<file path="config.mk">
export PLATFORM = sky130hd
export DESIGN_NAME = top2_confidence_gate_top
export DESIGN_NICKNAME = d
export VERILOG_FILES = /design/src/sv/cg_pkg.sv /design/src/sv/cg_in_stage.sv /design/src/sv/cg_scan.sv /design/src/sv/top2_confidence_gate_top.sv
export SDC_FILE = /design/constraint.sdc
export NUM_CORES = 1
export LEC_CHECK = 0
export BUFFER_PORTS_ARGS = -buffer_cell sky130_fd_sc_hd__buf_2
export CAP_MARGIN = 20
export CORE_MARGIN = 2
export CORE_UTILIZATION = 45
export CTS_CLUSTER_SIZE = 14
export DETAILED_ROUTE_END_ITERATION = 10
export HOLD_SLACK_MARGIN = 0.1
export RECOVER_POWER = 25
export SETUP_SLACK_MARGIN = 0.05
export SLEW_MARGIN = 40
export SYNTH_ARGS = -nofsm -noshare
export SYNTH_HDL_FRONTEND = slang
export SYNTH_SLANG_ARGS = --single-unit
</file>
<file path="constraint.sdc">
create_clock -name clk_i -period 6.65 [get_ports clk_i]
set_input_delay 1.33 -clock clk_i [delete_from_list [all_inputs] [get_ports clk_i]]
set_output_delay 1.33 -clock clk_i [all_outputs]
set_load 0.03 [all_outputs]
</file>
<file path="src/sv/cg_pkg.sv">
// shared types and constants for the top-two confidence gate
// no dependencies
`default_nettype none

package cg_pkg;

  localparam int unsigned LogitW  = 16;
  localparam int unsigned MinGapW = 17;
  localparam int unsigned MaxItems = 262144;
  localparam int unsigned PosW    = $clog2(MaxItems);
  localparam logic [PosW-1:0] MaxPos = PosW'(MaxItems - 1);
  localparam logic [LogitW-1:0] GapAllOnes = '1;

  typedef struct packed {
    logic signed [LogitW-1:0] logit;
    logic                     last;
  } cg_item_t;

  // input stage to scan stage
  typedef struct packed {
    logic     valid;
    cg_item_t item;
  } cg_stage_t;

  typedef struct packed {
    logic              accepted;
    logic [PosW-1:0]   winner_index;
    logic [LogitW-1:0] top_gap;
  } cg_result_t;

endpackage

`default_nettype wire

</file>
<file path="src/sv/cg_in_stage.sv">
// input register of the confidence gate: holds one accepted logit
// depends on cg_pkg
`default_nettype none

module cg_in_stage import cg_pkg::*; (
  input  wire logic      clk_i,
  input  wire logic      rst_ni,
  input  wire logic      in_valid_i,
  output logic           in_ready_o,
  input  wire cg_item_t  item_i,
  input  wire logic      take_i,
  output cg_stage_t      stage_o
);

  logic     valid_q, valid_d;
  cg_item_t item_q;

  // the slot refills in the same cycle its item moves on
  assign in_ready_o = !valid_q || take_i;
  assign valid_d    = in_ready_o ? in_valid_i : valid_q;

  always_ff @(posedge clk_i or negedge rst_ni) begin
    if (!rst_ni) begin
      valid_q <= 1'b0;
    end else begin
      valid_q <= valid_d;
    end
  end

  always_ff @(posedge clk_i) begin
    if (in_valid_i && in_ready_o) begin
      item_q <= item_i;
    end
  end

  assign stage_o.valid = valid_q;
  assign stage_o.item  = item_q;

endmodule

`default_nettype wire

</file>
<file path="src/sv/cg_scan.sv">
// running top-two scan, gap compare and result register
// depends on cg_pkg
`default_nettype none

module cg_scan import cg_pkg::*; (
  input  wire logic                      clk_i,
  input  wire logic                      rst_ni,
  input  wire cg_stage_t                 stage_i,
  input  wire logic signed [MinGapW-1:0] min_gap_i,
  output logic                           take_o,
  output logic                           out_valid_o,
  input  wire logic                      out_ready_i,
  output cg_result_t                     result_o
);

  logic signed [LogitW-1:0] best_q, best_d;
  logic signed [LogitW-1:0] run_q, run_d;
  logic                     run_valid_q, run_valid_d;
  logic [PosW-1:0]          pos_q, pos_d;
  logic [PosW-1:0]          seen_q, seen_d;
  logic                     out_valid_q, out_valid_d;
  cg_result_t               result_q, result_d;

  logic signed [LogitW-1:0] v;
  logic                     finish;
  logic signed [LogitW:0]   diff;
  logic                     out_free;

  assign v        = stage_i.item.logit;
  assign out_free = !out_valid_q || out_ready_i;
  // items without the flag never wait on the result register
  assign take_o   = stage_i.valid && (!stage_i.item.last || out_free);
  assign finish   = take_o && stage_i.item.last;

  always_comb begin
    best_d      = best_q;
    run_d       = run_q;
    run_valid_d = run_valid_q;
    pos_d       = pos_q;
    if (seen_q == '0) begin
      best_d = v;
      pos_d  = seen_q;
    end else if (v > best_q) begin
      run_d       = best_q;
      run_valid_d = 1'b1;
      best_d      = v;
      pos_d       = seen_q;
    end else if (!run_valid_q || v > run_q) begin
      run_d       = v;
      run_valid_d = 1'b1;
    end
    seen_d = (seen_q == MaxPos) ? seen_q : seen_q + PosW'(1);
  end

  // best never falls below the runner-up, so the difference is non-negative
  assign diff = {best_d[LogitW-1], best_d} - {run_d[LogitW-1], run_d};

  always_comb begin
    result_d.winner_index = pos_d;
    if (run_valid_d) begin
      result_d.top_gap  = diff[LogitW-1:0];
      result_d.accepted = $signed({1'b0, diff[LogitW-1:0]}) >= min_gap_i;
    end else begin
      result_d.top_gap  = GapAllOnes;
      result_d.accepted = 1'b1;
    end
  end

  always_comb begin
    out_valid_d = out_valid_q;
    if (finish) begin
      out_valid_d = 1'b1;
    end else if (out_ready_i) begin
      out_valid_d = 1'b0;
    end
  end

  always_ff @(posedge clk_i or negedge rst_ni) begin
    if (!rst_ni) begin
      best_q      <= '0;
      run_q       <= '0;
      run_valid_q <= 1'b0;
      pos_q       <= '0;
      seen_q      <= '0;
      out_valid_q <= 1'b0;
    end else begin
      out_valid_q <= out_valid_d;
      if (finish) begin
        best_q      <= '0;
        run_q       <= '0;
        run_valid_q <= 1'b0;
        pos_q       <= '0;
        seen_q      <= '0;
      end else if (take_o) begin
        best_q      <= best_d;
        run_q       <= run_d;
        run_valid_q <= run_valid_d;
        pos_q       <= pos_d;
        seen_q      <= seen_d;
      end
    end
  end

  always_ff @(posedge clk_i) begin
    if (finish) begin
      result_q <= result_d;
    end
  end

  assign out_valid_o = out_valid_q;
  assign result_o    = result_q;

endmodule

`default_nettype wire

</file>
<file path="src/sv/top2_confidence_gate_top.sv">
// top-two confidence gate: in register, running scan, result register
// depends on cg_pkg, cg_in_stage, cg_scan
//
// usage:
//   logits of one vector enter on the in channel (valid/ready), one per
//   transfer, signed Q8.8, with last_logit_i set on the final one.
//   the block keeps best, runner-up and the position of the best value
//   (earliest wins on ties); on the final logit it emits one result on
//   the out channel: accepted_o, winner_index_o and top_gap_o.
//   a single-logit vector gives top_gap_o all ones and is always accepted.
//   min_gap_i is written over the cfg channel (always ready); the user must
//   do so only while idle, which the block itself does not enforce.
// timing: one logit per cycle sustained unless a final logit stalls (below);
//   a result passes the input register, then the result register, with
//   the running compare between the two registers.
// reset:
//   clears the scan state, both valid flags and min_gap to zero.
// stall:
//   while a result waits, logits without the flag keep flowing; a final
//   logit waits in the input register until the result register frees.
`default_nettype none

module top2_confidence_gate_top import cg_pkg::*; (
  input  wire logic                      clk_i,
  input  wire logic                      rst_ni,
  input  wire logic                      in_valid_i,
  output logic                           in_ready_o,
  input  wire logic signed [LogitW-1:0]  logit_value_i,
  input  wire logic                      last_logit_i,
  output logic                           out_valid_o,
  input  wire logic                      out_ready_i,
  output logic                           accepted_o,
  output logic [PosW-1:0]                winner_index_o,
  output logic [LogitW-1:0]              top_gap_o,
  input  wire logic                      cfg_valid_i,
  output logic                           cfg_ready_o,
  input  wire logic signed [MinGapW-1:0] min_gap_i
);

  logic signed [MinGapW-1:0] min_gap_q;
  cg_item_t                  item_in;
  cg_stage_t                 stage;
  cg_result_t                result;
  logic                      take;

  assign cfg_ready_o = 1'b1;

  always_ff @(posedge clk_i or negedge rst_ni) begin
    if (!rst_ni) begin
      min_gap_q <= '0;
    end else if (cfg_valid_i) begin
      min_gap_q <= min_gap_i;
    end
  end

  assign item_in.logit = logit_value_i;
  assign item_in.last  = last_logit_i;

  cg_in_stage u_in (
    .clk_i      (clk_i),
    .rst_ni     (rst_ni),
    .in_valid_i (in_valid_i),
    .in_ready_o (in_ready_o),
    .item_i     (item_in),
    .take_i     (take),
    .stage_o    (stage)
  );

  cg_scan u_scan (
    .clk_i       (clk_i),
    .rst_ni      (rst_ni),
    .stage_i     (stage),
    .min_gap_i   (min_gap_q),
    .take_o      (take),
    .out_valid_o (out_valid_o),
    .out_ready_i (out_ready_i),
    .result_o    (result)
  );

  assign accepted_o     = result.accepted;
  assign winner_index_o = result.winner_index;
  assign top_gap_o      = result.top_gap;

endmodule

`default_nettype wire

</file>
==> results of run 1 <==
## cell families (layout without fill, tap and decap cells)
logic type	after synthesis	count (layout)
AND/OR/NAND/NOR	220	220
AO/OA/AOI/OAI	187	187
flip-flops	140	140
buffers and inverters	91	176
adder cells (fa/ha/maj)	66	66
multiplexers	29	29
XOR/XNOR	26	26
other	1	1
## critical path, delay by kind of cell (launching register included)
family,cells,cell delay (ns)
fa+ha+maj,4,1.22
buf+inv,1,0.06
simple gates,8,1.34
flops,1,0.50
xor+xnor,1,0.19
compound gates,12,2.46
## worst max path at each step
| stage | endpoint | slack [ns] | cells past startpoint |
|---|---|---|---|
| 4_1_cts | u_scan.result_o[34]$_SDFFCE_PP1P_ | 0.80 | 26 |
| 3_3_place_gp | u_scan.result_o[34]$_SDFFCE_PP1P_ | 1.10 | 25 |
| 5_1_grt | u_scan.result_o[34]$_SDFFCE_PP1P_ | 0.29 | 26 |
| 3_5_place_dp | u_scan.result_o[34]$_SDFFCE_PP1P_ | 0.87 | 25 |
| 6_report | u_scan.result_o[34]$_SDFFCE_PP1P_ | 0.63 | 26 |
| 2_1_floorplan | u_scan.result_o[34]$_SDFFCE_PP1P_ | 1.49 | 28 |
## cell type report
type                    count  area, um^2
fillers                  1606        8130
flip-flops and latches    140        3760
multi-input cells         529        3720
clock buffers              21         450
repair buffers             84         438
well taps                 225         282
inverters                  60         225
clock inverters            11         169
## sequential cells by signal, summed over array words and instances (netlist names)
signal / count
u_scan.pos_q: 18
u_in.stage_o: 17
u_in.valid_q: 1
u_scan.result_o: 35
u_scan.run_valid_q: 1
u_scan.out_valid_o: 1
u_scan.best_q: 16
min_gap_q: 17
u_scan.seen_q: 18
u_scan.run_q: 16
## per-stage QoR
stage               setup WS (ns)  cells  utilization [%]  hold WS, ns
floorplan                    1.49    760                -        0.467
global placement             1.10   1038             49.1        0.484
detailed placement          0.865   1038             49.1        0.488
CTS                         0.802   1070             52.7        0.503
global route                0.288   1070             52.7        0.516
finish                      0.627   1070             52.7        0.502
## cell usage in the layout (no fill, tap or decap), types with 6 or more instances in the layout
master,netlist,layout
mux2_4,6,6
a22o_1,32,32
xnor2_1,14,14
a21o_1,8,8
edfxtp_1,52,52
buf_2,8,71
ha_1,65,65
nor4_1,6,6
nand4_1,11,11
dfrtp_1,88,88
mux2_2,20,20
nand3_1,26,26
clkbuf_16,0,17
nor2b_1,6,6
and3_1,7,7
inv_1,59,59
o21ai_0,47,47
a21oi_1,61,61
nand2_1,87,87
clkbuf_1,15,7
xor2_1,12,12
nor2_1,34,32
nand2b_1,21,21
buf_4,4,9
## report_power, final
| part | switching (mW) | internal [mW] |
|---|---|---|
| Combinational | 0.802 | 0.531 |
| Clock | 0.365 | 0.637 |
| Sequential | 0.0624 | 1.02 |
| Total | 1.23 | 2.19 |
## per-layer routing
layer,wire length (um),up-vias,part of all wire (%)
met5,0,-,0
met4,349,0,1.9
met3,1110,29,5.9
met2,8530,181,45
met1,8860,2898,47
li1,-,2864,-
==> impl_metrics.py, run 1 <==
metrics = {
    "status": {
        "status": "finished, violations left",
        "failed_checks": "max-capacitance violations, max-slew violations",
    },
    "synthesis": {
        "synth-xor-area-share_pct": 2.90,
        "synth-edff-count": 52,
        "yosysSeqAreaShare_pct": 47.9,
        "yosys-top-cells-count": "dfrtp_1, nand2_1, ha_1, a21oi_1, inv_1",
        "synth_fp_nets": 865,
        "syn_area_um2": 7860,
        "synth.most_common_cell": "dfrtp_1",
        "synth_compound_area_share_pct": 15.6,
        "yosys.area_share.simple_pct": 13.6,
        "synth_top_area_share_pct": 28.0,
        "syn_inst": 760,
        "yosys.area.top_type": "dfrtp_1",
        "avgSynthCellArea_um2": 10.3,
        "synth_cell_types": 68,
        "synth.area.top_cells": "dfrtp_1, edfxtp_1, ha_1",
        "synth_flop_cell": "dfrtp_1",
        "synth_seq_cells": 140,
        "async_flop_share_pct": 62.9,
        "yosys_warnings": 0,
        "synth_fa_ha_area_share_pct": 10.6,
        "synth.area.mux_share_pct": 4.43,
        "synth_top_family_by_area": "compound AO/OA/AOI/OAI gates",
    },
    "setup_path": {
        "cp.required_ns": 6.81,
        "worst-setup-path-type": "flop to flop",
        "cp_max_fo": 11,
        "reg2reg_depth": 26,
        "critPathCaptureType": "flop",
        "cpPeakStageDelay_ns": 0.50,
        "crit_arrival_ns": 6.19,
        "r2r-start": "u_in.stage_o[16]$_DFFE_PP_",
        "critical-path-slowest-cell": "edfxtp_1",
        "path_common_cell": "a21oi_1",
        "startpoint_type": "flop",
        "crit_start": "u_in.stage_o[16]$_DFFE_PP_",
        "reg2reg_to": "u_scan.result_o[34]$_SDFFCE_PP1P_",
        "rrSetupSlack_ns": 0.63,
    },
    "worst_hold_path": {
        "hp-class": "flop to flop",
        "min_to": "u_scan.pos_q[7]$_DFFE_PN0P_",
        "hp-start": "u_scan.pos_q[7]$_DFFE_PN0P_",
        "hold_depth": 1,
    },
    "grt": {
        "grt_start_max_net_pins": 52,
        "grtUsageTotal_pct": 21.3,
        "met2_usage_pct": 32.6,
        "use_met1_pct": 29.6,
        "use_met3_pct": 4.06,
        "busiest_layer": "met2",
        "antenna_found_initial": 0,
        "grt_first_pass_wirelength_um": 30400,
        "grt-ovfl-total": 0,
        "first_global_vias": 5931,
    },
    "route": {
        "wl_per_cell_um": 17.6,
        "vias": 5972,
        "wirelength_um": 18900,
        "dr.pass1.iters": 6,
        "ant_nets": 0,
        "viasPerCell": 5.58,
        "drt_iter0_markers": 360,
        "drc": 0,
    },
    "die": {
        "die_x_um": 136,
        "die-area_um2": 18500,
        "fp.dieH_um": 136,
        "initial_core_util_pct": 45.8,
        "rows": 48,
        "coreArea_um2": 17200,
        "io_pins": 77,
    },
    "layout": {
        "area_growth_syn_to_layout_pct": 15.1,
        "drive_gt1_share_pct": 17.6,
        "num-nets-final": 937,
        "stdcell_area_um2": 9050,
        "antennaDiodeCount": 0,
    },
    "sta": {
        "setup_viol": 0,
        "final.setup_skew_ns": 0.00947,
        "grt_setup_unrepaired": "false",
        "setup_tns_ns": 0,
        "drv_slew": 39,
        "hold_viol_final": 0,
        "fin_crit_sh_pct": 90.6,
        "fmax_ghz": 0.166,
        "finalCriticalPeriod_ns": 6.02,
        "tightest_slew_ns": 2.25,
        "slew_headroom_pct": -50.3,
    },
    "pwr": {
        "power_per_cell_area_nw_per_um2": 378,
        "total_power_mw": 3.42,
        "peakVddDrop_v": 0.000239,
        "p_leak_nw": 3.99,
    },
    "clock_tree": {
        "cts_htree_levels": 4,
        "cts_buffers": 17,
        "cts_resized": 0,
        "clkSinkCount": 140,
        "holdBufCountCts": 0,
        "cts.clk_slew.worst_paths_ns": 0.06,
        "cts_tree": "done",
        "clock_latency_ns": 0.43,
        "cts_setup_buffers": 0,
        "clockRootBuffer": "clkbuf_16",
        "clk_path_buf_depth": 2,
    },
    "placed_design": {
        "port_buffers": 75,
        "gp_congestion": 0.885,
        "dp_hpwl_um": 13400,
        "dpl_cell_area_um2": 8440,
    },
    "run": {
        "cap_viol_max_count": 1,
    },
}
No activity file was read; power rests on OpenSTA's default activity.
==> run 2, diff against run 1 <==
Clock period 6.65 ns to 6.35 ns, I/O delays scaled along.
==> impl_metrics.py, run 2 (synthesized netlist as in run 1, its figures left out) <==
metrics = {
    "layout": {
        "multi_input_area_um2": 3720,
        "layout_common_cells": "dfrtp_1, nand2_1, buf_2",
        "antennaDiodeCount": 0,
        "layout_commonest_cell": "dfrtp_1",
        "post_layout_nonfiller_instances": 1076,
        "regArea_um2": 3760,
        "num-nets-final": 943,
        "largest_reg_flops": 35,
        "drive_gt1_share_pct": 18.2,
        "fillers": 1557,
        "area_growth_syn_to_layout_pct": 15.9,
        "fin_util_pct": 53.0,
    },
    "route": {
        "top_layer": "met4",
        "wl_per_cell_um": 17.3,
        "dr.pass1.iters": 7,
        "drt_iter0_markers": 534,
        "wl_met2_um": 8040,
        "viasPerCell": 5.49,
        "drc": 0,
        "wl_met3_um": 894,
        "wirelength_um": 18700,
        "drt-met1-wl_um": 9440,
        "ant_nets": 0,
        "vias": 5909,
    },
    "setup_path": {
        "cp.required_ns": 6.52,
        "crit_end": "u_scan.result_o[34]$_SDFFCE_PP1P_",
        "worst-setup-path-type": "flop to flop",
        "r2r-start": "u_in.stage_o[16]$_DFFE_PP_",
        "reg2reg_to": "u_scan.result_o[34]$_SDFFCE_PP1P_",
        "crit_start": "u_in.stage_o[16]$_DFFE_PP_",
        "startpoint_type": "flop",
        "rrSetupSlack_ns": 0.65,
        "cp_max_fo": 12,
        "reg2reg_depth": 23,
        "crit_arrival_ns": 5.86,
        "critPathCaptureType": "flop",
    },
    "status": {
        "status": "finished, violations left",
        "failed_checks": "max-capacitance violations, max-slew violations",
    },
    "sta": {
        "fin_crit_sh_pct": 89.7,
        "fmax_ghz": 0.176,
        "finalCriticalPeriod_ns": 5.70,
        "drv_slew": 48,
        "setup_ws_ns": 0.655,
        "slew_headroom_pct": -83.7,
        "setup_viol": 0,
        "final.setup_skew_ns": 0.00943,
        "tightest_slew_ns": 2.76,
        "grt_setup_unrepaired": "false",
        "setup_tns_ns": 0,
        "hold_viol_final": 0,
    },
    "die": {
        "coreArea_um2": 17200,
        "io_pins": 77,
        "die_x_um": 136,
        "initial_core_util_pct": 45.8,
        "rows": 48,
        "die-area_um2": 18500,
        "fp.dieH_um": 136,
    },
    "pwr": {
        "power_per_cell_area_nw_per_um2": 394,
        "p_leak_nw": 4.02,
        "total_power_mw": 3.58,
        "peakVddDrop_v": 0.000211,
    },
    "clock_tree": {
        "cts.clk_slew.worst_paths_ns": 0.06,
        "clk_path_buf_depth": 2,
        "clkSinkCount": 140,
        "clock_latency_ns": 0.43,
        "cts_tree": "done",
        "cts_buffers": 17,
        "holdBufCountCts": 0,
        "cts_htree_levels": 4,
        "clockRootBuffer": "clkbuf_16",
    },
    "worst_hold_path": {
        "hold_depth": 1,
        "hp-class": "flop to flop",
    },
    "placed_design": {
        "dpl_worst_slack_ns": 0.486,
        "dp_hpwl_um": 13500,
        "place_inst": 1038,
        "gp_congestion": 0.860,
        "port_buffers": 75,
    },
    "run": {
        "cap_viol_max_count": 1,
    },
    "grt": {
        "first_global_vias": 5770,
        "antenna_found_initial": 0,
        "grtUsageTotal_pct": 21.1,
        "grt_start_max_net_pins": 48,
        "grt_first_pass_wirelength_um": 30200,
        "grt-ovfl-total": 0,
    },
}
run 2: timing repair:
action                     in CTS  in global routing
buffers inserted                0                  5
resized for setup               0                  0
setup endpoints to repair       0                  1
run 2: layout make-up:
cell class                      instances  share of cell area (%)
Inverter                               60                    2.47
Clock buffer                           21                    5.06
Timing Repair Buffer                   90                    5.37
Multi-Input combinational cell        529                    40.9
Sequential cell                       140                    41.3
Clock inverter                         11                    1.83
Tap cell                              225                    3.09
run 2: critical path: stages (launching register included):
cell,delay (ns)
edfxtp_1,0.51
ha_1,0.35
and4_1,0.20
nand2_1,0.10
nor4_1,0.29
a21oi_1,0.09
a21boi_4,0.19
nor2_4,0.26
buf_4,0.27
mux2_2,0.40
ha_1,0.37
a21o_1,0.19
a21oi_1,0.23
o21bai_1,0.09
a21oi_1,0.25
o21bai_1,0.16
a211o_1,0.29
a21oi_1,0.18
xnor2_1,0.17
ha_1,0.30
a21oi_1,0.16
o41ai_1,0.10
nor4_1,0.19
a21oi_1,0.10
run 2: stage by stage:
stage                     hold WS (ns)  cell area, um^2
final                            0.503             9110
after global routing             0.516             9110
after CTS                        0.507             9060
after floorplan                  0.467             7860
after global placement           0.484             8440
after detailed placement         0.489             8440
run 2: where the power goes:
group | internal, mW | leakage (nW) | total [mW] | switching (mW)
clock | 0.677 | 0.299 | 1.07 | 0.394
sequential | 1.07 | 1.68 | 1.14 | 0.0659
combinational | 0.568 | 2.05 | 1.37 | 0.807
run 2: how the worst min path moves through the flow:
stage / from / endpoint / slack (ns)
2_1_floorplan: u_scan.pos_q[4]$_DFFE_PN0P_ / u_scan.pos_q[4]$_DFFE_PN0P_ / 0.47
3_3_place_gp: u_scan.pos_q[9]$_DFFE_PN0P_ / u_scan.pos_q[9]$_DFFE_PN0P_ / 0.48
3_5_place_dp: u_scan.pos_q[4]$_DFFE_PN0P_ / u_scan.pos_q[4]$_DFFE_PN0P_ / 0.49
4_1_cts: u_scan.pos_q[9]$_DFFE_PN0P_ / u_scan.pos_q[9]$_DFFE_PN0P_ / 0.51
5_1_grt: u_scan.pos_q[9]$_DFFE_PN0P_ / u_scan.pos_q[9]$_DFFE_PN0P_ / 0.52
6_report: u_scan.pos_q[4]$_DFFE_PN0P_ / u_scan.pos_q[4]$_DFFE_PN0P_ / 0.50
run 2: routing by layer:
metal / up-vias / global-route usage, %
met5: - / 0
li1: 2866 / -
met4: 0 / 6.60
met3: 21 / 4.29
met2: 162 / 30.1
met1: 2860 / 32.1
